[src/sv/e2c_pkg.sv]
`timescale 1ns / 1ps
// ----------------------------------------------------------------------------
// e2c_pkg: shared types, constants and microcode for the epoch converter
// Holds the request and result payloads, the control word format, the
// reciprocal and divisor tables, the month table and the sequencer program.
// ----------------------------------------------------------------------------
package e2c_pkg;

  localparam int unsigned STEP_W    = 5;
  localparam int unsigned QUO_W     = 16;
  localparam int unsigned REM_W     = 32;
  localparam int unsigned MUL_A_W   = 25;
  localparam int unsigned MUL_B_W   = 26;
  localparam int unsigned PROD_W    = MUL_A_W + MUL_B_W;
  localparam int unsigned DIVISOR_W = 17;

  // Calendar year 1970 as years since 1900.
  localparam logic [7:0] YEAR_START    = 8'd70;
  localparam logic [3:0] LAST_MONTH    = 4'd11;
  localparam logic [2:0] EPOCH_WEEKDAY = 3'd4;

  // Reciprocals of the odd part of each divisor. The power of two is shifted
  // off the dividend first; the product is then cut at a fixed bit, which
  // gives the exact quotient over the whole operand range of each step.
  //   86400 = 128 * 675, cut at bit 35
  //   3600  = 16 * 225,  cut at bit 21
  //   60    = 4 * 15,    cut at bit 14
  //   7,                 cut at bit 19
  localparam logic [MUL_B_W-1:0] RECIP_DAY  = 26'd50903317;
  localparam logic [MUL_B_W-1:0] RECIP_HOUR = 26'd9321;
  localparam logic [MUL_B_W-1:0] RECIP_MIN  = 26'd1093;
  localparam logic [MUL_B_W-1:0] RECIP_WEEK = 26'd74899;

  typedef struct packed {
    logic [31:0] epoch_seconds;
  } req_t;

  typedef struct packed {
    logic [7:0] years_since_1900;
    logic [3:0] month_index;
    logic [4:0] day_of_month;
    logic [4:0] hour_of_day;
    logic [5:0] minute_of_hour;
    logic [5:0] second_of_minute;
    logic [8:0] day_of_year;
    logic [2:0] weekday;
  } res_t;

  typedef enum logic [3:0] {
    OP_NOP,
    OP_IDLE,
    OP_QUO,
    OP_REM,
    OP_SAVE_DAYS,
    OP_SAVE_HOUR,
    OP_SAVE_MIN,
    OP_SAVE_WDAY,
    OP_YEAR,
    OP_SAVE_YDAY,
    OP_MONTH,
    OP_DONE
  } op_e;

  typedef enum logic [1:0] {
    DIV_DAY,
    DIV_HOUR,
    DIV_MIN,
    DIV_WEEK
  } dsel_e;

  typedef enum logic [2:0] {
    C_NEVER,
    C_ALWAYS,
    C_YEAR,
    C_MONTH,
    C_NOREQ,
    C_OUT_BUSY
  } cond_e;

  typedef struct packed {
    op_e               op;
    dsel_e             dsel;
    cond_e             cond;
    logic [STEP_W-1:0] target;
  } ctrl_t;

  // Program addresses.
  localparam logic [STEP_W-1:0] STEP_DAY_QUO   = 5'd0;
  localparam logic [STEP_W-1:0] STEP_DAY_REM   = 5'd1;
  localparam logic [STEP_W-1:0] STEP_SAVE_DAYS = 5'd2;
  localparam logic [STEP_W-1:0] STEP_HOUR_QUO  = 5'd3;
  localparam logic [STEP_W-1:0] STEP_HOUR_REM  = 5'd4;
  localparam logic [STEP_W-1:0] STEP_SAVE_HOUR = 5'd5;
  localparam logic [STEP_W-1:0] STEP_MIN_QUO   = 5'd6;
  localparam logic [STEP_W-1:0] STEP_MIN_REM   = 5'd7;
  localparam logic [STEP_W-1:0] STEP_SAVE_MIN  = 5'd8;
  localparam logic [STEP_W-1:0] STEP_WEEK_QUO  = 5'd9;
  localparam logic [STEP_W-1:0] STEP_WEEK_REM  = 5'd10;
  localparam logic [STEP_W-1:0] STEP_SAVE_WDAY = 5'd11;
  localparam logic [STEP_W-1:0] STEP_YEAR      = 5'd12;
  localparam logic [STEP_W-1:0] STEP_SAVE_YDAY = 5'd13;
  localparam logic [STEP_W-1:0] STEP_MONTH     = 5'd14;
  localparam logic [STEP_W-1:0] STEP_DONE      = 5'd15;
  // Idle sits at the top so that falling through wraps to the first step.
  localparam logic [STEP_W-1:0] STEP_IDLE      = 5'd31;

  localparam logic [4:0] MONTH_LEN [12] = '{
    5'd31, 5'd28, 5'd31, 5'd30, 5'd31, 5'd30,
    5'd31, 5'd31, 5'd30, 5'd31, 5'd30, 5'd31
  };

  // Divisor of each step, used to form the remainder from the quotient.
  function automatic logic [DIVISOR_W-1:0] divisor(input dsel_e sel);
    logic [DIVISOR_W-1:0] d;
    unique case (sel)
      DIV_DAY:  d = 17'd86400;
      DIV_HOUR: d = 17'd3600;
      DIV_MIN:  d = 17'd60;
      DIV_WEEK: d = 17'd7;
      default:  d = 17'd1;
    endcase
    return d;
  endfunction

  function automatic logic [MUL_B_W-1:0] recip(input dsel_e sel);
    logic [MUL_B_W-1:0] r;
    unique case (sel)
      DIV_DAY:  r = RECIP_DAY;
      DIV_HOUR: r = RECIP_HOUR;
      DIV_MIN:  r = RECIP_MIN;
      DIV_WEEK: r = RECIP_WEEK;
      default:  r = '0;
    endcase
    return r;
  endfunction

  // Gregorian rule over years 1970 to 2106: 2000 is a leap year, 2100 is not.
  function automatic logic is_leap(input logic [7:0] yr);
    return (yr[1:0] == 2'd0) && (yr != 8'd200);
  endfunction

  function automatic logic [4:0] month_len(input logic [3:0] mon, input logic leap);
    logic [4:0] len;
    len = (mon <= LAST_MONTH) ? MONTH_LEN[mon] : 5'd31;
    if (mon == 4'd1 && leap) begin
      len = 5'd29;
    end
    return len;
  endfunction

  // Sequencer program. Next step is target when the condition holds,
  // otherwise the following address.
  function automatic ctrl_t ucode(input logic [STEP_W-1:0] step);
    ctrl_t cw;
    unique case (step)
      STEP_DAY_QUO:   cw = '{OP_QUO,       DIV_DAY,  C_NEVER,    STEP_IDLE};
      STEP_DAY_REM:   cw = '{OP_REM,       DIV_DAY,  C_NEVER,    STEP_IDLE};
      STEP_SAVE_DAYS: cw = '{OP_SAVE_DAYS, DIV_DAY,  C_NEVER,    STEP_IDLE};
      STEP_HOUR_QUO:  cw = '{OP_QUO,       DIV_HOUR, C_NEVER,    STEP_IDLE};
      STEP_HOUR_REM:  cw = '{OP_REM,       DIV_HOUR, C_NEVER,    STEP_IDLE};
      STEP_SAVE_HOUR: cw = '{OP_SAVE_HOUR, DIV_DAY,  C_NEVER,    STEP_IDLE};
      STEP_MIN_QUO:   cw = '{OP_QUO,       DIV_MIN,  C_NEVER,    STEP_IDLE};
      STEP_MIN_REM:   cw = '{OP_REM,       DIV_MIN,  C_NEVER,    STEP_IDLE};
      STEP_SAVE_MIN:  cw = '{OP_SAVE_MIN,  DIV_DAY,  C_NEVER,    STEP_IDLE};
      STEP_WEEK_QUO:  cw = '{OP_QUO,       DIV_WEEK, C_NEVER,    STEP_IDLE};
      STEP_WEEK_REM:  cw = '{OP_REM,       DIV_WEEK, C_NEVER,    STEP_IDLE};
      STEP_SAVE_WDAY: cw = '{OP_SAVE_WDAY, DIV_DAY,  C_NEVER,    STEP_IDLE};
      STEP_YEAR:      cw = '{OP_YEAR,      DIV_DAY,  C_YEAR,     STEP_YEAR};
      STEP_SAVE_YDAY: cw = '{OP_SAVE_YDAY, DIV_DAY,  C_NEVER,    STEP_IDLE};
      STEP_MONTH:     cw = '{OP_MONTH,     DIV_DAY,  C_MONTH,    STEP_MONTH};
      STEP_DONE:      cw = '{OP_DONE,      DIV_DAY,  C_OUT_BUSY, STEP_DONE};
      STEP_IDLE:      cw = '{OP_IDLE,      DIV_DAY,  C_NOREQ,    STEP_IDLE};
      default:        cw = '{OP_NOP,       DIV_DAY,  C_ALWAYS,   STEP_IDLE};
    endcase
    return cw;
  endfunction

endpackage

[src/sv/e2c_req_if.sv]
`timescale 1ns / 1ps
// ----------------------------------------------------------------------------
// e2c_req_if: request channel of the epoch converter
// Valid/ready handshake carrying one epoch second count.
// ----------------------------------------------------------------------------
interface e2c_req_if;
  logic          valid;
  logic          ready;
  e2c_pkg::req_t payload;

  modport source (output valid, output payload, input ready);
  modport sink   (input valid, input payload, output ready);
endinterface

[src/sv/e2c_res_if.sv]
`timescale 1ns / 1ps
// ----------------------------------------------------------------------------
// e2c_res_if: result channel of the epoch converter
// Valid/ready handshake carrying one broken-down calendar date and time.
// ----------------------------------------------------------------------------
interface e2c_res_if;
  logic          valid;
  logic          ready;
  e2c_pkg::res_t payload;

  modport source (output valid, output payload, input ready);
  modport sink   (input valid, input payload, output ready);
endinterface

[src/sv/epoch_seconds_to_calendar_top.sv]
`timescale 1ns / 1ps
// ----------------------------------------------------------------------------
// epoch_seconds_to_calendar_top: epoch seconds to UTC calendar converter
// A microcoded sequencer turns an unsigned seconds count into year, month,
// day, time of day, day of year and weekday.
// ----------------------------------------------------------------------------
//
//   Port    Dir   Handshake     Carries
//   req_i   in    valid/ready   epoch_seconds (32 bits)
//   res_o   out   valid/ready   years, month, day, hour, minute, second,
//                               day of year, weekday
//
// A request runs the program from acceptance to a result in the output
// register: each of the four divisions is a quotient step and a remainder
// step, then a save step; then come the year walk, one subtract of a year
// length per cycle, the month walk and the final step that loads the
// result. A no-op step and the idle step follow, and only then can the
// next request be taken.
// Requests are taken one at a time, only while the sequencer is idle; a
// result waiting in the output register does not hold off the next request.
// If the output register is still full when a new result is ready, the
// sequencer waits in its final step. Reset returns it to idle and empties
// the output register.
// ----------------------------------------------------------------------------
module epoch_seconds_to_calendar_top (
  input  logic          clk_i,
  input  logic          rst_ni,
  e2c_req_if.sink       req_i,
  e2c_res_if.source     res_o
);

  // Sequencer state: the step counter and the current control word.
  logic [e2c_pkg::STEP_W-1:0] pc_q, pc_d;
  e2c_pkg::ctrl_t             cw;

  // Datapath registers. The remainder register carries the dividend of each
  // division and then the day count through the year and month walks.
  logic [e2c_pkg::REM_W-1:0] rem_q, rem_d;
  logic [e2c_pkg::QUO_W-1:0] quo_q, quo_d;
  logic [15:0]               days_q, days_d;
  logic [4:0]                hour_q, hour_d;
  logic [5:0]                min_q, min_d;
  logic [5:0]                sec_q, sec_d;
  logic [2:0]                wday_q, wday_d;
  logic [7:0]                yr_q, yr_d;
  logic [8:0]                yday_q, yday_d;
  logic [3:0]                mon_q, mon_d;

  // Output register.
  logic          out_valid_q, out_valid_d;
  e2c_pkg::res_t out_q, out_d;

  logic                                          req_fire;
  logic                                          out_busy;
  logic [e2c_pkg::MUL_A_W-1:0]                   mul_a;
  logic [e2c_pkg::PROD_W-1:0]                    prod;
  logic [e2c_pkg::QUO_W-1:0]                     quo_est;
  logic [e2c_pkg::QUO_W+e2c_pkg::DIVISOR_W-1:0]  back_prod;
  logic                                          leap;
  logic [8:0]                                    year_len;
  logic                                          year_more;
  logic [4:0]                                    mon_len;
  logic                                          month_more;
  logic                                          jump;

  assign cw = e2c_pkg::ucode(pc_q);

  assign req_i.ready   = (cw.op == e2c_pkg::OP_IDLE);
  assign req_fire      = req_i.valid && req_i.ready;
  assign out_busy      = out_valid_q && !res_o.ready;
  assign res_o.valid   = out_valid_q;
  assign res_o.payload = out_q;

  // Reciprocal divider. The power-of-two part of the divisor is dropped from
  // the dividend, the rest is multiplied by the reciprocal of the odd part,
  // and the quotient is read at a fixed bit of the product.
  always_comb begin
    case (cw.dsel)
      e2c_pkg::DIV_DAY:  mul_a = rem_q[31:7];
      e2c_pkg::DIV_HOUR: mul_a = {12'd0, rem_q[16:4]};
      e2c_pkg::DIV_MIN:  mul_a = {15'd0, rem_q[11:2]};
      e2c_pkg::DIV_WEEK: mul_a = {9'd0, rem_q[15:0]};
      default:           mul_a = '0;
    endcase
  end

  assign prod = {{e2c_pkg::MUL_B_W{1'b0}}, mul_a} *
                {{e2c_pkg::MUL_A_W{1'b0}}, e2c_pkg::recip(cw.dsel)};

  always_comb begin
    case (cw.dsel)
      e2c_pkg::DIV_DAY:  quo_est = prod[50:35];
      e2c_pkg::DIV_HOUR: quo_est = prod[36:21];
      e2c_pkg::DIV_MIN:  quo_est = prod[29:14];
      e2c_pkg::DIV_WEEK: quo_est = prod[34:19];
      default:           quo_est = '0;
    endcase
  end

  // The remainder step takes quotient times divisor off the dividend.
  assign back_prod = {{e2c_pkg::DIVISOR_W{1'b0}}, quo_q} *
                     {{e2c_pkg::QUO_W{1'b0}}, e2c_pkg::divisor(cw.dsel)};

  assign leap       = e2c_pkg::is_leap(yr_q);
  assign year_len   = leap ? 9'd366 : 9'd365;
  assign year_more  = (rem_q >= 32'(year_len));
  assign mon_len    = e2c_pkg::month_len(mon_q, leap);
  assign month_more = (mon_q != e2c_pkg::LAST_MONTH) && (rem_q >= 32'(mon_len));

  // Jump condition selected by the control word.
  always_comb begin
    case (cw.cond)
      e2c_pkg::C_NEVER:    jump = 1'b0;
      e2c_pkg::C_ALWAYS:   jump = 1'b1;
      e2c_pkg::C_YEAR:     jump = year_more;
      e2c_pkg::C_MONTH:    jump = month_more;
      e2c_pkg::C_NOREQ:    jump = !req_fire;
      e2c_pkg::C_OUT_BUSY: jump = out_busy;
      default:             jump = 1'b0;
    endcase
  end

  assign pc_d = jump ? cw.target : e2c_pkg::STEP_W'(pc_q + 1'b1);

  // Datapath, driven by the operation field.
  always_comb begin
    rem_d       = rem_q;
    quo_d       = quo_q;
    days_d      = days_q;
    hour_d      = hour_q;
    min_d       = min_q;
    sec_d       = sec_q;
    wday_d      = wday_q;
    yr_d        = yr_q;
    yday_d      = yday_q;
    mon_d       = mon_q;
    out_d       = out_q;
    out_valid_d = out_valid_q && !res_o.ready;

    unique case (cw.op)
      e2c_pkg::OP_IDLE: begin
        if (req_fire) begin
          rem_d = req_i.payload.epoch_seconds;
        end
      end
      e2c_pkg::OP_QUO: begin
        quo_d = quo_est;
      end
      e2c_pkg::OP_REM: begin
        rem_d = rem_q - back_prod[e2c_pkg::REM_W-1:0];
      end
      e2c_pkg::OP_SAVE_DAYS: begin
        // The remainder is now the second of the day.
        days_d = quo_q;
      end
      e2c_pkg::OP_SAVE_HOUR: begin
        hour_d = quo_q[4:0];
      end
      e2c_pkg::OP_SAVE_MIN: begin
        // Set up the weekday division: 1970-01-01 was a Thursday.
        min_d = quo_q[5:0];
        sec_d = rem_q[5:0];
        rem_d = 32'(days_q) + 32'(e2c_pkg::EPOCH_WEEKDAY);
      end
      e2c_pkg::OP_SAVE_WDAY: begin
        wday_d = rem_q[2:0];
        rem_d  = 32'(days_q);
        yr_d   = e2c_pkg::YEAR_START;
      end
      e2c_pkg::OP_YEAR: begin
        if (year_more) begin
          rem_d = rem_q - 32'(year_len);
          yr_d  = yr_q + 8'd1;
        end
      end
      e2c_pkg::OP_SAVE_YDAY: begin
        yday_d = rem_q[8:0];
        mon_d  = 4'd0;
      end
      e2c_pkg::OP_MONTH: begin
        if (month_more) begin
          rem_d = rem_q - 32'(mon_len);
          mon_d = mon_q + 4'd1;
        end
      end
      e2c_pkg::OP_DONE: begin
        if (!out_busy) begin
          out_valid_d            = 1'b1;
          out_d.years_since_1900 = yr_q;
          out_d.month_index      = mon_q;
          out_d.day_of_month     = rem_q[4:0] + 5'd1;
          out_d.hour_of_day      = hour_q;
          out_d.minute_of_hour   = min_q;
          out_d.second_of_minute = sec_q;
          out_d.day_of_year      = yday_q;
          out_d.weekday          = wday_q;
        end
      end
      default: begin
      end
    endcase
  end

  // Control state.
  always_ff @(posedge clk_i or negedge rst_ni) begin
    if (!rst_ni) begin
      pc_q        <= e2c_pkg::STEP_IDLE;
      out_valid_q <= 1'b0;
    end else begin
      pc_q        <= pc_d;
      out_valid_q <= out_valid_d;
    end
  end

  // Payload registers.
  always_ff @(posedge clk_i) begin
    rem_q  <= rem_d;
    quo_q  <= quo_d;
    days_q <= days_d;
    hour_q <= hour_d;
    min_q  <= min_d;
    sec_q  <= sec_d;
    wday_q <= wday_d;
    yr_q   <= yr_d;
    yday_q <= yday_d;
    mon_q  <= mon_d;
    out_q  <= out_d;
  end

endmodule
[src/flat_wrapper.sv]
// flat-port wrapper written by rule: the top's interface ports become plain ports
module epoch_seconds_to_calendar_top_flat 
  (clk_i, rst_ni, req_i_valid, req_i_payload, req_i_ready, res_o_valid, res_o_payload, res_o_ready);
  e2c_req_if req_i_i ();
  e2c_res_if res_o_i ();
  input  logic clk_i;
  input  logic rst_ni;
  input wire logic [$bits(req_i_i.valid)-1:0] req_i_valid;
  input wire logic [$bits(req_i_i.payload)-1:0] req_i_payload;
  output wire logic [$bits(req_i_i.ready)-1:0] req_i_ready;
  output wire logic [$bits(res_o_i.valid)-1:0] res_o_valid;
  output wire logic [$bits(res_o_i.payload)-1:0] res_o_payload;
  input wire logic [$bits(res_o_i.ready)-1:0] res_o_ready;
  assign req_i_i.valid = req_i_valid;
  assign req_i_i.payload = req_i_payload;
  assign req_i_ready = req_i_i.ready;
  assign res_o_valid = res_o_i.valid;
  assign res_o_payload = res_o_i.payload;
  assign res_o_i.ready = res_o_ready;
  epoch_seconds_to_calendar_top u_core (.clk_i(clk_i), .rst_ni(rst_ni), .req_i(req_i_i), .res_o(res_o_i));
endmodule
[config.mk]
export PLATFORM = sky130hd
export DESIGN_NAME = epoch_seconds_to_calendar_top_flat
export DESIGN_NICKNAME = d
export VERILOG_FILES = /design/src/sv/e2c_pkg.sv /design/src/sv/e2c_req_if.sv /design/src/sv/e2c_res_if.sv /design/src/sv/epoch_seconds_to_calendar_top.sv /design/src/flat_wrapper.sv
export SDC_FILE = /design/constraint.sdc
export NUM_CORES = 2
export LEC_CHECK = 0
export BUFFER_PORTS_ARGS = -buffer_cell sky130_fd_sc_hd__clkbuf_2
export CORE_MARGIN = 5
export CORE_UTILIZATION = 40
export CTS_CLUSTER_DIAMETER = 100
export DETAILED_ROUTE_END_ITERATION = 10
export SYNTH_ARGS = -nofsm -noshare
export SYNTH_HDL_FRONTEND = slang
export SYNTH_SLANG_ARGS = --single-unit
[constraint.sdc]
create_clock -name clk_i -period 23.9 [get_ports clk_i]
set_input_delay 2.39 -clock clk_i [delete_from_list [all_inputs] [get_ports clk_i]]
set_output_delay 2.39 -clock clk_i [all_outputs]
set_load 0.02 [all_outputs]
==> key figures <==
Flow run
  – MaxCap Viol Count: 0

Layout
  – Synth-to-layout area growth: 7.38%
  – Fillers: 7832
  – Fin nets: 4378
  – Share of cells above drive strength 1: 0.0546
  – Commonest non-fill, non-tap cell in the layout: inv_1
  – Leading cell types in the layout, fill and taps excluded: inv_1 (887), fa_1 (536), ha_1 (427)
  – N_diodes: 0

GRT
  – Global route overflow: 0
  – Largest net degree at the start of global routing: 58
  – First-pass GRT wire length: between 100000 and 150000 µm
  – Initial antenna violation count: 0
  – Number of global-route vias before repair: between 20000 and 25000
  – Tot GR Track Use: 0.208

Setup path
  – Startpoint Class: flip-flop
  – Crit path top cell by count: fa_1
  – Critical-path top delay cell: ha_1
  – Largest stage delay, worst path: 1.02 ns
  – Reg-to-reg critical path startpoint: u_core.pc_q[1]
  – CP max FO: 29
  – Required @ worst endpoint: 24.07 ns
  – Worst r2r dst: u_core.quo_q[9]
  – R2R Setup Slk: roughly 12 ns
  – Crit path DAT: 11.65 ns
  – R2r worst-path depth: 31
  – Crit. End Element: flip-flop
  – Crit Path Category: reg -> reg

CTS
  – CTS Buf Count: 17
  – Hold Buf Count CTS: 0
  – CTS tree: built
  – Clock transition at path regs: 0.07 ns
  – Htree depth: 4
  – Clock sinks: 157
  – Root buf cell: clkbuf_16
  – Clock Latency Late Sink: 0.45 ns
  – Bufs on Longest Clock Path: 2
  – # Post-CTS Setup Buffers: 0
  – Post-cts sizing count: 0

Yosys
  – Compound-gate portion of the synthesized area: 0.0936
  – Synth Warn #: 0
  – Largest family of logic cells by synthesized area: adder cells
  – Post-Syn Area: 31500 µm²
  – Yosys cell types: 70
  – Mux contribution to synthesized area: 0.00401
  – Main flop type after synthesis: edfxtp_1
  – Post-synthesis sequential area ratio: 0.149
  – Synth Instances: 3325
  – Post-Synth Adder-Cell Area: 0.510
  – Post-Synth Simple-Gate Area: 0.0980
  – EDFF count, synth: 151
  – Seq cells post-synth: 157
  – XOR/XNOR Fraction of Synth Area: 0.0283
  – Post-synth ARST share: 0.0382
  – Syn avg cell area: between 9 and 10 µm²

STA
  – Max Clk Rate: between 80 and 90 MHz
  – Hold Fails Final Rpt: 0
  – RSZ-0062 raised after global routing: false
  – Final setup vio count: 0
  – Setup TNS: 0 ns
  – Slew Limit Headroom: 0.211
  – Worst-Margin Slew: between 1 and 1.5 ns
  – Final Critical Period: ~11 ns
  – Clk_skew: 0.0116 ns
  – Slew Viols, Final: 0
  – Crit share post-route: 0.480

Floorplan
  – Site Rows: 103
  – Starting Density: 0.401
  – Die ar.: 84600 µm²
  – Die Y: 291 µm
  – Die X: around 290 µm
  – I/O pin count: 84
  – Core ar.: 78600 µm²

Status
  – Status: finished, final reports clean

Routing
  – Pre-antenna DRT Iters: 7
  – Wire per inst: 19.6 µm
  – Detail Route Antenna Nets: 0
  – DRT iter0 DRCs: 2110
  – Via count: 22900
  – WL final: between 80000 and 90000 µm
  – DR vias/cell: 5.16
  – Drt drc: 0

Worst hold path
  – WHS Path Cells: 0
  – Hold endpoint: u_core.res_o.payload[20]
  – Hold wc startpoint: u_core.min_q[2]
  – Hold crit path type: reg -> reg

Place
  – Placer Congestion: around 0.9
  – Post-DP HPWL: around 73000 µm
  – Buffers on Ports: 83
[stage by stage]
stage	setup slack, ns	area, µm²	utilization	instances	hold slack, ns
2_1_floorplan	14.58	31600	-	3337	0.400
3_3_place_gp	12.89	33300	0.423	4408	0.401
3_5_place_dp	12.59	33300	0.423	4408	0.405
4_1_cts	12.55	33900	0.431	4440	0.421
5_1_grt	11.83	33900	0.431	4440	0.424
6_report	12.43	33900	0.431	4440	0.415
[worst max path at each step]
stage                   start              end  slack [ns]  depth (start not counted)
6_report       u_core.pc_q[1]  u_core.quo_q[9]       12.43                         31
5_1_grt        u_core.pc_q[1]  u_core.quo_q[9]       11.83                         31
4_1_cts        u_core.pc_q[1]  u_core.quo_q[9]       12.55                         31
3_5_place_dp   u_core.pc_q[1]  u_core.quo_q[9]       12.59                         31
3_3_place_gp   u_core.pc_q[1]  u_core.quo_q[9]       12.89                         31
2_1_floorplan  u_core.pc_q[1]  u_core.quo_q[7]       14.58                         38
[per-layer routing]
layer,GRT usage,part of all wire,up-vias,routed length [µm]
met3,0.0316,0.068,141,5950
met2,0.331,0.45,853,39200
met5,0,0,-,0
li1,-,-,10600,-
met1,0.292,0.44,11300,38100
met4,0.0702,0.043,0,3720
[critical path: cells and delay by family (launching register included)]
family / cells / cell delay [ns]
adder cells (fa/ha/maj): 10 / 5.04
AO/OA/AOI/OAI: 9 / 2.93
AND/OR/NAND/NOR: 5 / 1.53
buffers and inverters: 6 / 0.90
flip-flops: 1 / 0.61
XOR/XNOR: 1 / 0.17
[logic make-up (layout without fill, tap and decap cells)]
logic type / after synthesis / in the layout
multiplexers: 11 / 11
AO/OA/AOI/OAI: 445 / 445
flip-flops: 157 / 157
AND/OR/NAND/NOR: 663 / 663
XOR/XNOR: 102 / 102
buffers and inverters: 980 / 1033
other: 2 / 14
adder cells (fa/ha/maj): 965 / 965
[cell usage after synthesis (25+ instances only)]
master	n	share of area
a21o_1	29	0.0069
a21oi_1	153	0.024
and2_1	64	0.013
clkbuf_1	83	0.0099
edfxtp_1	151	0.14
fa_1	536	0.34
ha_1	429	0.17
inv_1	887	0.11
nand2_1	225	0.027
nand2b_1	25	0.0050
nand3_1	36	0.0057
nor2_1	176	0.021
nor2b_1	26	0.0052
nor3_1	29	0.0046
o21ai_0	67	0.011
xnor2_1	62	0.017
xor2_1	40	0.011
[registers in the layout, indices dropped and copies added, names as in the netlist]
| name | flops |
|---|---|
| u_core.res_o.payload | 46 |
| u_core.rem_q | 32 |
| u_core.days_q | 16 |
| u_core.quo_q | 16 |
| u_core.yday_q | 9 |
| u_core.yr_q | 8 |
| u_core.min_q | 6 |
| u_core.sec_q | 6 |
| u_core.hour_q | 5 |
| u_core.pc_q | 5 |
| u_core.mon_q | 4 |
| u_core.wday_q | 3 |
| u_core.res_o.valid | 1 |
[layout make-up]
cell class	instances	area (µm²)	area share
timing repair buffer	114	648	0.0191
tap	1050	1310	0.0388
clock buffer	17	425	0.0126
sequential	157	4690	0.138
clock inverter	15	195	0.00576
inverter	887	3330	0.0983
multi-input combinational	2200	23300	0.687
Power is not shown: default switching activity piles up to over one toggle a cycle in this logic, so the estimate is an artifact.
